## src/mmul4_pkg.sv

```systemverilog
`timescale 1ns / 1ps

package mmul4_pkg;

  localparam int DIM_DEFAULT       = 4;
  localparam int FRAC_BITS_DEFAULT = 16;
  localparam int IDX_W             = 4;
  localparam int VAL_W             = 32;
  localparam int MAX_RESULTS       = 16;

  typedef struct packed {
    logic             wr_en;
    logic             rd_en;
    logic             first_term;
    logic             last_term;
    logic             last_elem;
    logic [IDX_W-1:0] pos;
  } cmd_t;

  typedef struct packed {
    logic done;
    logic out_free;
  } stat_t;

endpackage

```

## src/matrix_multiply_4x4.sv

```systemverilog
`timescale 1ns / 1ps
// Channel  Direction  Handshake             Payload
// input    in         in_valid / in_ready   mode, element_index, element_value, start_req
// output   out        out_valid / out_ready product_index, product_value, overflow, last
//
// A start transfer launches a run of min(DIM*DIM, 16) elements, computed one at a time:
// each issues only after the previous one has finished. There is one shared multiplier
// and one read port per matrix memory, and each element sums DIM terms.
// Reset clears the control state only; matrix contents stay undefined until written.
// A stalled output holds the next element from issuing; input is taken only between runs.
module matrix_multiply_4x4 import mmul4_pkg::*; #(
  parameter int DIM       = DIM_DEFAULT,
  parameter int FRAC_BITS = FRAC_BITS_DEFAULT
) (
  input  logic                    clk,
  input  logic                    rst,
  input  logic                    in_valid,
  output logic                    in_ready,
  input  logic                    mode,
  input  logic [IDX_W-1:0]        element_index,
  input  logic signed [VAL_W-1:0] element_value,
  input  logic                    start_req,
  output logic                    out_valid,
  input  logic                    out_ready,
  output logic [IDX_W-1:0]        product_index,
  output logic signed [VAL_W-1:0] product_value,
  output logic                    overflow,
  output logic                    last
);

  localparam int A_W = $clog2(DIM * DIM);
  localparam int K_W = $clog2(DIM);

  cmd_t           cmd;
  stat_t          stat;
  logic [A_W-1:0] left_addr;
  logic [A_W-1:0] right_addr;

  mmul4_ctrl #(
    .DIM (DIM),
    .K_W (K_W),
    .A_W (A_W)
  ) u_ctrl (
    .clk        (clk),
    .rst        (rst),
    .in_valid   (in_valid),
    .in_ready   (in_ready),
    .start_req  (start_req),
    .stat       (stat),
    .cmd        (cmd),
    .left_addr  (left_addr),
    .right_addr (right_addr)
  );

  mmul4_datapath #(
    .DIM       (DIM),
    .FRAC_BITS (FRAC_BITS),
    .A_W       (A_W)
  ) u_datapath (
    .clk           (clk),
    .rst           (rst),
    .cmd           (cmd),
    .stat          (stat),
    .left_addr     (left_addr),
    .right_addr    (right_addr),
    .mode          (mode),
    .element_index (element_index),
    .element_value (element_value),
    .out_valid     (out_valid),
    .out_ready     (out_ready),
    .product_index (product_index),
    .product_value (product_value),
    .overflow      (overflow),
    .last          (last)
  );

endmodule

```

## src/mmul4_ctrl.sv

```systemverilog
`timescale 1ns / 1ps

module mmul4_ctrl import mmul4_pkg::*; #(
  parameter int DIM = DIM_DEFAULT,
  parameter int K_W = $clog2(DIM),
  parameter int A_W = $clog2(DIM * DIM)
) (
  input  logic           clk,
  input  logic           rst,
  input  logic           in_valid,
  output logic           in_ready,
  input  logic           start_req,
  input  stat_t          stat,
  output cmd_t           cmd,
  output logic [A_W-1:0] left_addr,
  output logic [A_W-1:0] right_addr
);

  localparam int ELEMS = DIM * DIM;
  localparam int TOTAL = (ELEMS < MAX_RESULTS) ? ELEMS : MAX_RESULTS;

  localparam logic [1:0] ST_IDLE  = 2'd0;
  localparam logic [1:0] ST_ISSUE = 2'd1;
  localparam logic [1:0] ST_WAIT  = 2'd2;

  logic [1:0]       state, state_next;
  logic [K_W-1:0]   k, k_next;
  logic [K_W-1:0]   row, row_next;
  logic [K_W-1:0]   col, col_next;
  logic [IDX_W-1:0] pos, pos_next;
  logic             go;
  logic             last_k;
  logic             last_elem;

  assign last_k    = (k == K_W'(DIM - 1));
  assign last_elem = (pos == IDX_W'(TOTAL - 1));
  assign go        = (state == ST_ISSUE) && ((k != '0) || stat.out_free);
  assign in_ready  = (state == ST_IDLE);

  assign left_addr  = A_W'(k) * A_W'(DIM) + A_W'(row);
  assign right_addr = A_W'(col) * A_W'(DIM) + A_W'(k);

  always_comb begin
    cmd.wr_en      = in_valid && in_ready;
    cmd.rd_en      = go;
    cmd.first_term = (k == '0);
    cmd.last_term  = last_k;
    cmd.last_elem  = last_elem;
    cmd.pos        = pos;
  end

  always_comb begin
    state_next = state;
    k_next     = k;
    row_next   = row;
    col_next   = col;
    pos_next   = pos;
    case (state)
      ST_IDLE: begin
        if (in_valid && start_req) begin
          state_next = ST_ISSUE;
        end
      end
      ST_ISSUE: begin
        if (go) begin
          if (last_k) begin
            k_next     = '0;
            state_next = ST_WAIT;
          end else begin
            k_next = k + 1'b1;
          end
        end
      end
      ST_WAIT: begin
        if (stat.done) begin
          if (last_elem) begin
            pos_next   = '0;
            row_next   = '0;
            col_next   = '0;
            state_next = ST_IDLE;
          end else begin
            pos_next = pos + 1'b1;
            if (row == K_W'(DIM - 1)) begin
              row_next = '0;
              col_next = col + 1'b1;
            end else begin
              row_next = row + 1'b1;
            end
            state_next = ST_ISSUE;
          end
        end
      end
      default: begin
        state_next = ST_IDLE;
      end
    endcase
  end

  always_ff @(posedge clk) begin
    if (rst) begin
      state <= ST_IDLE;
      k     <= '0;
      row   <= '0;
      col   <= '0;
      pos   <= '0;
    end else begin
      state <= state_next;
      k     <= k_next;
      row   <= row_next;
      col   <= col_next;
      pos   <= pos_next;
    end
  end

  a_done_in_wait: assert property (@(posedge clk) disable iff (rst)
    stat.done |-> (state == ST_WAIT))
    else $error("element finished outside wait state");

  a_last_term_wait: assert property (@(posedge clk) disable iff (rst)
    (cmd.rd_en && cmd.last_term) |=> (state == ST_WAIT))
    else $error("final term issued without entering wait");

endmodule

```

## src/mmul4_datapath.sv

```systemverilog
`timescale 1ns / 1ps

module mmul4_datapath import mmul4_pkg::*; #(
  parameter int DIM       = DIM_DEFAULT,
  parameter int FRAC_BITS = FRAC_BITS_DEFAULT,
  parameter int A_W       = $clog2(DIM * DIM)
) (
  input  logic                    clk,
  input  logic                    rst,
  input  cmd_t                    cmd,
  output stat_t                   stat,
  input  logic [A_W-1:0]          left_addr,
  input  logic [A_W-1:0]          right_addr,
  input  logic                    mode,
  input  logic [IDX_W-1:0]        element_index,
  input  logic signed [VAL_W-1:0] element_value,
  output logic                    out_valid,
  input  logic                    out_ready,
  output logic [IDX_W-1:0]        product_index,
  output logic signed [VAL_W-1:0] product_value,
  output logic                    overflow,
  output logic                    last
);

  localparam int ELEMS  = DIM * DIM;
  localparam int PROD_W = 2 * VAL_W;
  localparam int ACC_W  = PROD_W + $clog2(DIM);
  localparam int TOP_W  = ACC_W - VAL_W + 1;

  logic [VAL_W-1:0]        left_mem  [ELEMS];
  logic [VAL_W-1:0]        right_mem [ELEMS];
  logic [A_W+IDX_W-1:0]    wide_idx;
  logic [A_W-1:0]          wr_addr;
  logic                    in_range;

  logic signed [VAL_W-1:0]  left_q, right_q;
  logic                     rd_v, rd_first, rd_last;
  logic signed [PROD_W-1:0] prod;
  logic                     mul_v, mul_first, mul_last;
  logic signed [ACC_W-1:0]  acc;
  logic                     acc_done;

  logic signed [ACC_W-1:0]  shifted;
  logic [TOP_W-1:0]         top_bits;
  logic                     fits;

  assign wide_idx = {{A_W{1'b0}}, element_index};
  assign wr_addr  = A_W'(wide_idx);
  assign in_range = (wide_idx < (A_W + IDX_W)'(ELEMS));

  always_ff @(posedge clk) begin
    if (cmd.wr_en && in_range && !mode) begin
      left_mem[wr_addr] <= element_value;
    end
    if (cmd.rd_en) begin
      left_q <= left_mem[left_addr];
    end
  end

  always_ff @(posedge clk) begin
    if (cmd.wr_en && in_range && mode) begin
      right_mem[wr_addr] <= element_value;
    end
    if (cmd.rd_en) begin
      right_q <= right_mem[right_addr];
    end
  end

  always_ff @(posedge clk) begin
    rd_first  <= cmd.first_term;
    rd_last   <= cmd.last_term;
    prod      <= left_q * right_q;
    mul_first <= rd_first;
    mul_last  <= rd_last;
    if (mul_v) begin
      acc <= (mul_first ? '0 : acc) + {{(ACC_W - PROD_W){prod[PROD_W-1]}}, prod};
    end
  end

  always_ff @(posedge clk) begin
    if (rst) begin
      rd_v     <= 1'b0;
      mul_v    <= 1'b0;
      acc_done <= 1'b0;
    end else begin
      rd_v     <= cmd.rd_en;
      mul_v    <= rd_v;
      acc_done <= mul_v && mul_last;
    end
  end

  assign shifted  = acc >>> FRAC_BITS;
  assign top_bits = shifted[ACC_W-1:VAL_W-1];
  assign fits     = (&top_bits) || !(|top_bits);

  always_ff @(posedge clk) begin
    if (rst) begin
      out_valid <= 1'b0;
    end else if (acc_done) begin
      out_valid <= 1'b1;
    end else if (out_ready) begin
      out_valid <= 1'b0;
    end
  end

  always_ff @(posedge clk) begin
    if (acc_done) begin
      product_index <= cmd.pos;
      last          <= cmd.last_elem;
      overflow      <= !fits;
      if (fits) begin
        product_value <= shifted[VAL_W-1:0];
      end else if (shifted[ACC_W-1]) begin
        product_value <= {1'b1, {(VAL_W - 1){1'b0}}};
      end else begin
        product_value <= {1'b0, {(VAL_W - 1){1'b1}}};
      end
    end
  end

  assign stat.done     = acc_done;
  assign stat.out_free = !out_valid || out_ready;

  a_load_free: assert property (@(posedge clk) disable iff (rst)
    acc_done |-> !out_valid)
    else $error("result register overwritten while full");

  a_mul_follows_read: assert property (@(posedge clk) disable iff (rst)
    mul_v |-> $past(rd_v))
    else $error("product stage without read data");

  a_sat_value: assert property (@(posedge clk) disable iff (rst)
    (out_valid && overflow) |->
      (product_value == {1'b1, {(VAL_W - 1){1'b0}}}) ||
      (product_value == {1'b0, {(VAL_W - 1){1'b1}}}))
    else $error("overflow flagged on unsaturated value");

endmodule

```

## config.mk

```make
export PLATFORM = sky130hd
export DESIGN_NAME = matrix_multiply_4x4
export DESIGN_NICKNAME = d
export VERILOG_FILES = /design/src/mmul4_pkg.sv /design/src/matrix_multiply_4x4.sv /design/src/mmul4_ctrl.sv /design/src/mmul4_datapath.sv
export SDC_FILE = /design/constraint.sdc
export NUM_CORES = 2
export LEC_CHECK = 0
export ABC_AREA = 1
export BUFFER_PORTS_ARGS = -buffer_cell sky130_fd_sc_hd__buf_2
export CAP_MARGIN = 20
export CORE_MARGIN = 2
export CORE_UTILIZATION = 60
export CTS_CLUSTER_DIAMETER = 60
export CTS_CLUSTER_SIZE = 14
export DETAILED_ROUTE_END_ITERATION = 10
export PLACE_DENSITY = 0.76
export SLEW_MARGIN = 20
export SYNTH_ARGS = -nofsm -noshare
export SYNTH_HDL_FRONTEND = slang
export SYNTH_SLANG_ARGS = --single-unit
```

## constraint.sdc

```tcl
create_clock -name clk -period 14.85 [get_ports clk]
set_input_delay 2.97 -clock clk [delete_from_list [all_inputs] [get_ports clk]]
set_output_delay 2.97 -clock clk [all_outputs]
set_load 0.005 [all_outputs]
```

==> summary.md <==
After layout, the minimum clock period comes to 8250 ps. The run finished with clean final reports. The buffer levels on the longest clock path is 3. The number of different library cells used by synthesis comes to 48. In this run the worst path has a maximum fanout of 32. The post-route netlist has 4.80% of its cells at a drive strength greater than 1. The tools report the minimum setup slack after placement as 6060 ps. In this run, the number of DRC markers left after iteration 0 of detailed routing was 6665. The tools report the kind of capture point of the worst setup path as a register.

The later pin in the worst-skew pair is clocked with a latency of 800 ps. The final total negative setup slack was 0 ps. For this configuration, the core starts out at a cell density of 60.4%. The horizontal extent of the die is 395 µm, and the synthesized area per cell is 9.81 µm².

Setup violations remaining at the end of the flow were counted as 0. The period utilization was 55.5%; the quantity of I/O buffers inserted on ports was 81. The final hold violation count came out at 0. Synthesis produced a netlist with a net count of 10.7k. Dividing the detail-routed wire length by the instance count gives 22.5 µm.

The die span in y is 395 µm, and the number of H-tree branching levels is 3. The residual DRC count is 0. Detailed placement ended at an HPWL of 180000 µm. The floorplan has 143 rows. The die covers 156000 µm². The buffer count from post-CTS setup fixing is 0. Hold is met by 347 ps.

The class of the tightest hold or removal check was register to register. The first global-routing pass estimated 398000 µm of wire. Between clock sinks in the finished design, the worst skew comes to 155 ps.

Setup repair after global routing left no endpoint under its margin. For the final count of pins violating max slew, the log shows 0. Entering global routing, the biggest net connects 116 pins. The routed via count was 65.8k. Timing would allow up to 121 MHz. The tools report the buffer cell driving the clock tree root as clkbuf_16.

From synthesis to final layout, the design area changed by 6.62%. Classification of the worst setup path: register to register. The region available for standard cell placement spans 152000 µm².

After clock tree synthesis, the flow added hold-fix buffers numbering 0. For the pin with the worst max-slew slack, the measured transition is 1080 ps. Number of buffers created by CTS: 118.

At the end of routability-driven placement, the weighted congestion stood at 0.955. The routed design has 256000 µm of wire. The number of filler cells placed in the layout was 11.9k. The number of instances in the synthesized netlist was 9371. TritonCTS built the clock tree. Global routing consumed, over all layers together, 33.4% of the routing resources. Clock-pin slew was measured on the worst setup and hold paths at 70 ps. The synthesis warning total was 0. The run gives 7 as the initial antenna violation count.

For the post-layout net count, the log shows 10.7k. The synthesized design devotes to its leading area cell type 38.9% of total area. The count of boundary I/O pins is 82. Via count of the first global-routing pass: 68.8k. Sequential cells were found to cover 40.8% of the synthesized design area. The dominant cell type by area after synthesis was edfxtp_1. The count of nets left with antenna violations once routing finished came out at 0. The sort of element at the start of the critical path was a register. Once routing completed, OpenROAD measured the worst setup slack at 6600 ps. For the worst setup path, the data arrival time is 8860 ps.

The detailed-route vias per instance was 5.77; the clock sink count was 1276. Data on the critical path is required at its endpoint by 15470 ps. Headroom to the max-slew limit came out at 27.9%. By area the synthesized netlist is led by edfxtp_1, fa_1, inv_1. Once the clock tree was built, the resizer swapped 0 gates to a different size. The pre-antenna-repair detailed-routing pass consisted of 6 iterations. Across the run, the number of max-cap violations was 0.

Global routing finished with a remaining overflow of 0. The total of flip-flops plus latches after synthesis is 1276. The summed instance area of the synthesized netlist came out at 91900 µm².
==> final timing paths <==
kind,from,endpoint,slack [ps],depth (start not counted)
worst max-delay path,u_datapath.left_q[31],u_datapath.prod[51],6600,27
worst min-delay path,u_datapath.rd_last,u_datapath.mul_last,350,0
worst max register to register,u_datapath.left_q[31],u_datapath.prod[51],6600,27
worst min register to register,u_datapath.rd_last,u_datapath.mul_last,350,0
==> stage by stage <==
stage	utilization [%]	cells	instance area, µm²
detailed placement	62.0	11200	94300
global route	64.4	11400	98000
floorplan	-	9371	91900
global placement	62.0	11200	94300
CTS	64.4	11400	97900
finish	64.4	11400	98000
==> per-layer routing <==
metal | up-vias | wire, µm | global-route usage [%]
met2 | 3309 | 127000 | 57.5
li1 | 29100 | - | -
met3 | 738 | 20300 | 4.81
met5 | - | 57 | 0
met4 | 10 | 13400 | 15.1
met1 | 32600 | 95000 | 42.0
==> sequential cells by signal, summed over array words and instances (netlist names), 4 cells and up <==
name and flops:
u_datapath.prod 64, u_datapath.left_q 32, u_ctrl.pos 4, u_datapath.right_mem 512
u_datapath.product_value 32, u_datapath.left_mem 512, u_datapath.acc 66, u_datapath.right_q 32
u_datapath.product_index 4
==> worst max-delay path, stage by stage, from the launching register on <==
cell and delay, ps:
edfxtp_1 340, buf_4 360, nand2_1 200, inv_1 140, fa_1 420, inv_1 270
fa_1 590, fa_1 580, inv_1 70, fa_1 890, inv_1 350, fa_1 560
inv_1 60, fa_1 520, inv_1 50, fa_1 460, fa_1 520, inv_1 40
ha_1 390, nand2_1 130, nor2_1 250, inv_1 60, nor2_1 130, inv_1 80
nor3_1 220, nand3_1 160, nand4_1 110, nand2_1 50
==> cell usage after synthesis (all sizes together) <==
| cell type | instances |
|---|---|
| inv | 2064 |
| nand2 | 1986 |
| edfxtp | 1192 |
| fa | 1083 |
| nor2 | 652 |
| o21ai | 530 |
| clkbuf | 326 |
| a21oi | 298 |
| ha | 253 |
| nand3 | 203 |
| o211ai | 146 |
| mux2i | 128 |
| dfxtp | 84 |
| o22ai | 82 |
| buf | 77 |
| xor2 | 64 |
| o221ai | 46 |
| nand4 | 44 |
| o21bai | 32 |
| nor3 | 21 |
| nor4 | 12 |
| or2 | 11 |
| a21o | 10 |
| xnor2 | 9 |
| o211a | 3 |
| o21a | 3 |
| a21boi | 2 |
| and2 | 2 |
| clkinv | 2 |
| nand3b | 2 |
| a211oi | 1 |
| a22oi | 1 |
| nor3b | 1 |
| o31ai | 1 |
==> kinds of logic after synthesis <==
kind of cell | after synthesis | synth area share [%]
XOR/XNOR | 73 | 0.696
multiplexers | 128 | 1.39
buffers and inverters | 2469 | 10.3
AO/OA/AOI/OAI | 1155 | 7.16
adder cells (fa/ha/maj) | 1336 | 27.0
flip-flops | 1276 | 40.8
AND/OR/NAND/NOR | 2934 | 12.6
==> layout by cell type (no fill, tap or decap), types with 128 or more instances in the layout <==
cell / instances
o211ai_1: 146
nand3_1: 198
a21oi_1: 295
nand2_1: 1972
nor2_1: 609
ha_1: 253
fa_1: 1083
inv_1: 2059
o21ai_0: 517
edfxtp_1: 1192
mux2i_1: 128
==> layout make-up <==
type	count	area [µm²]	area share (%)
Clock buffer	147	3070	3.13
Timing Repair Buffer	209	1420	1.45
Antenna cell	2	5.00	0.00511
Inverter	2066	7770	7.93
Clock inverter	35	494	0.504
Tap cell	2030	2540	2.59
Multi-Input combinational cell	5626	45200	46.1
Sequential cell	1276	37500	38.3
Power is left out: the tool's default activity adds up to more than one toggle a clock period on the data nets, which glitch-free logic cannot reach.
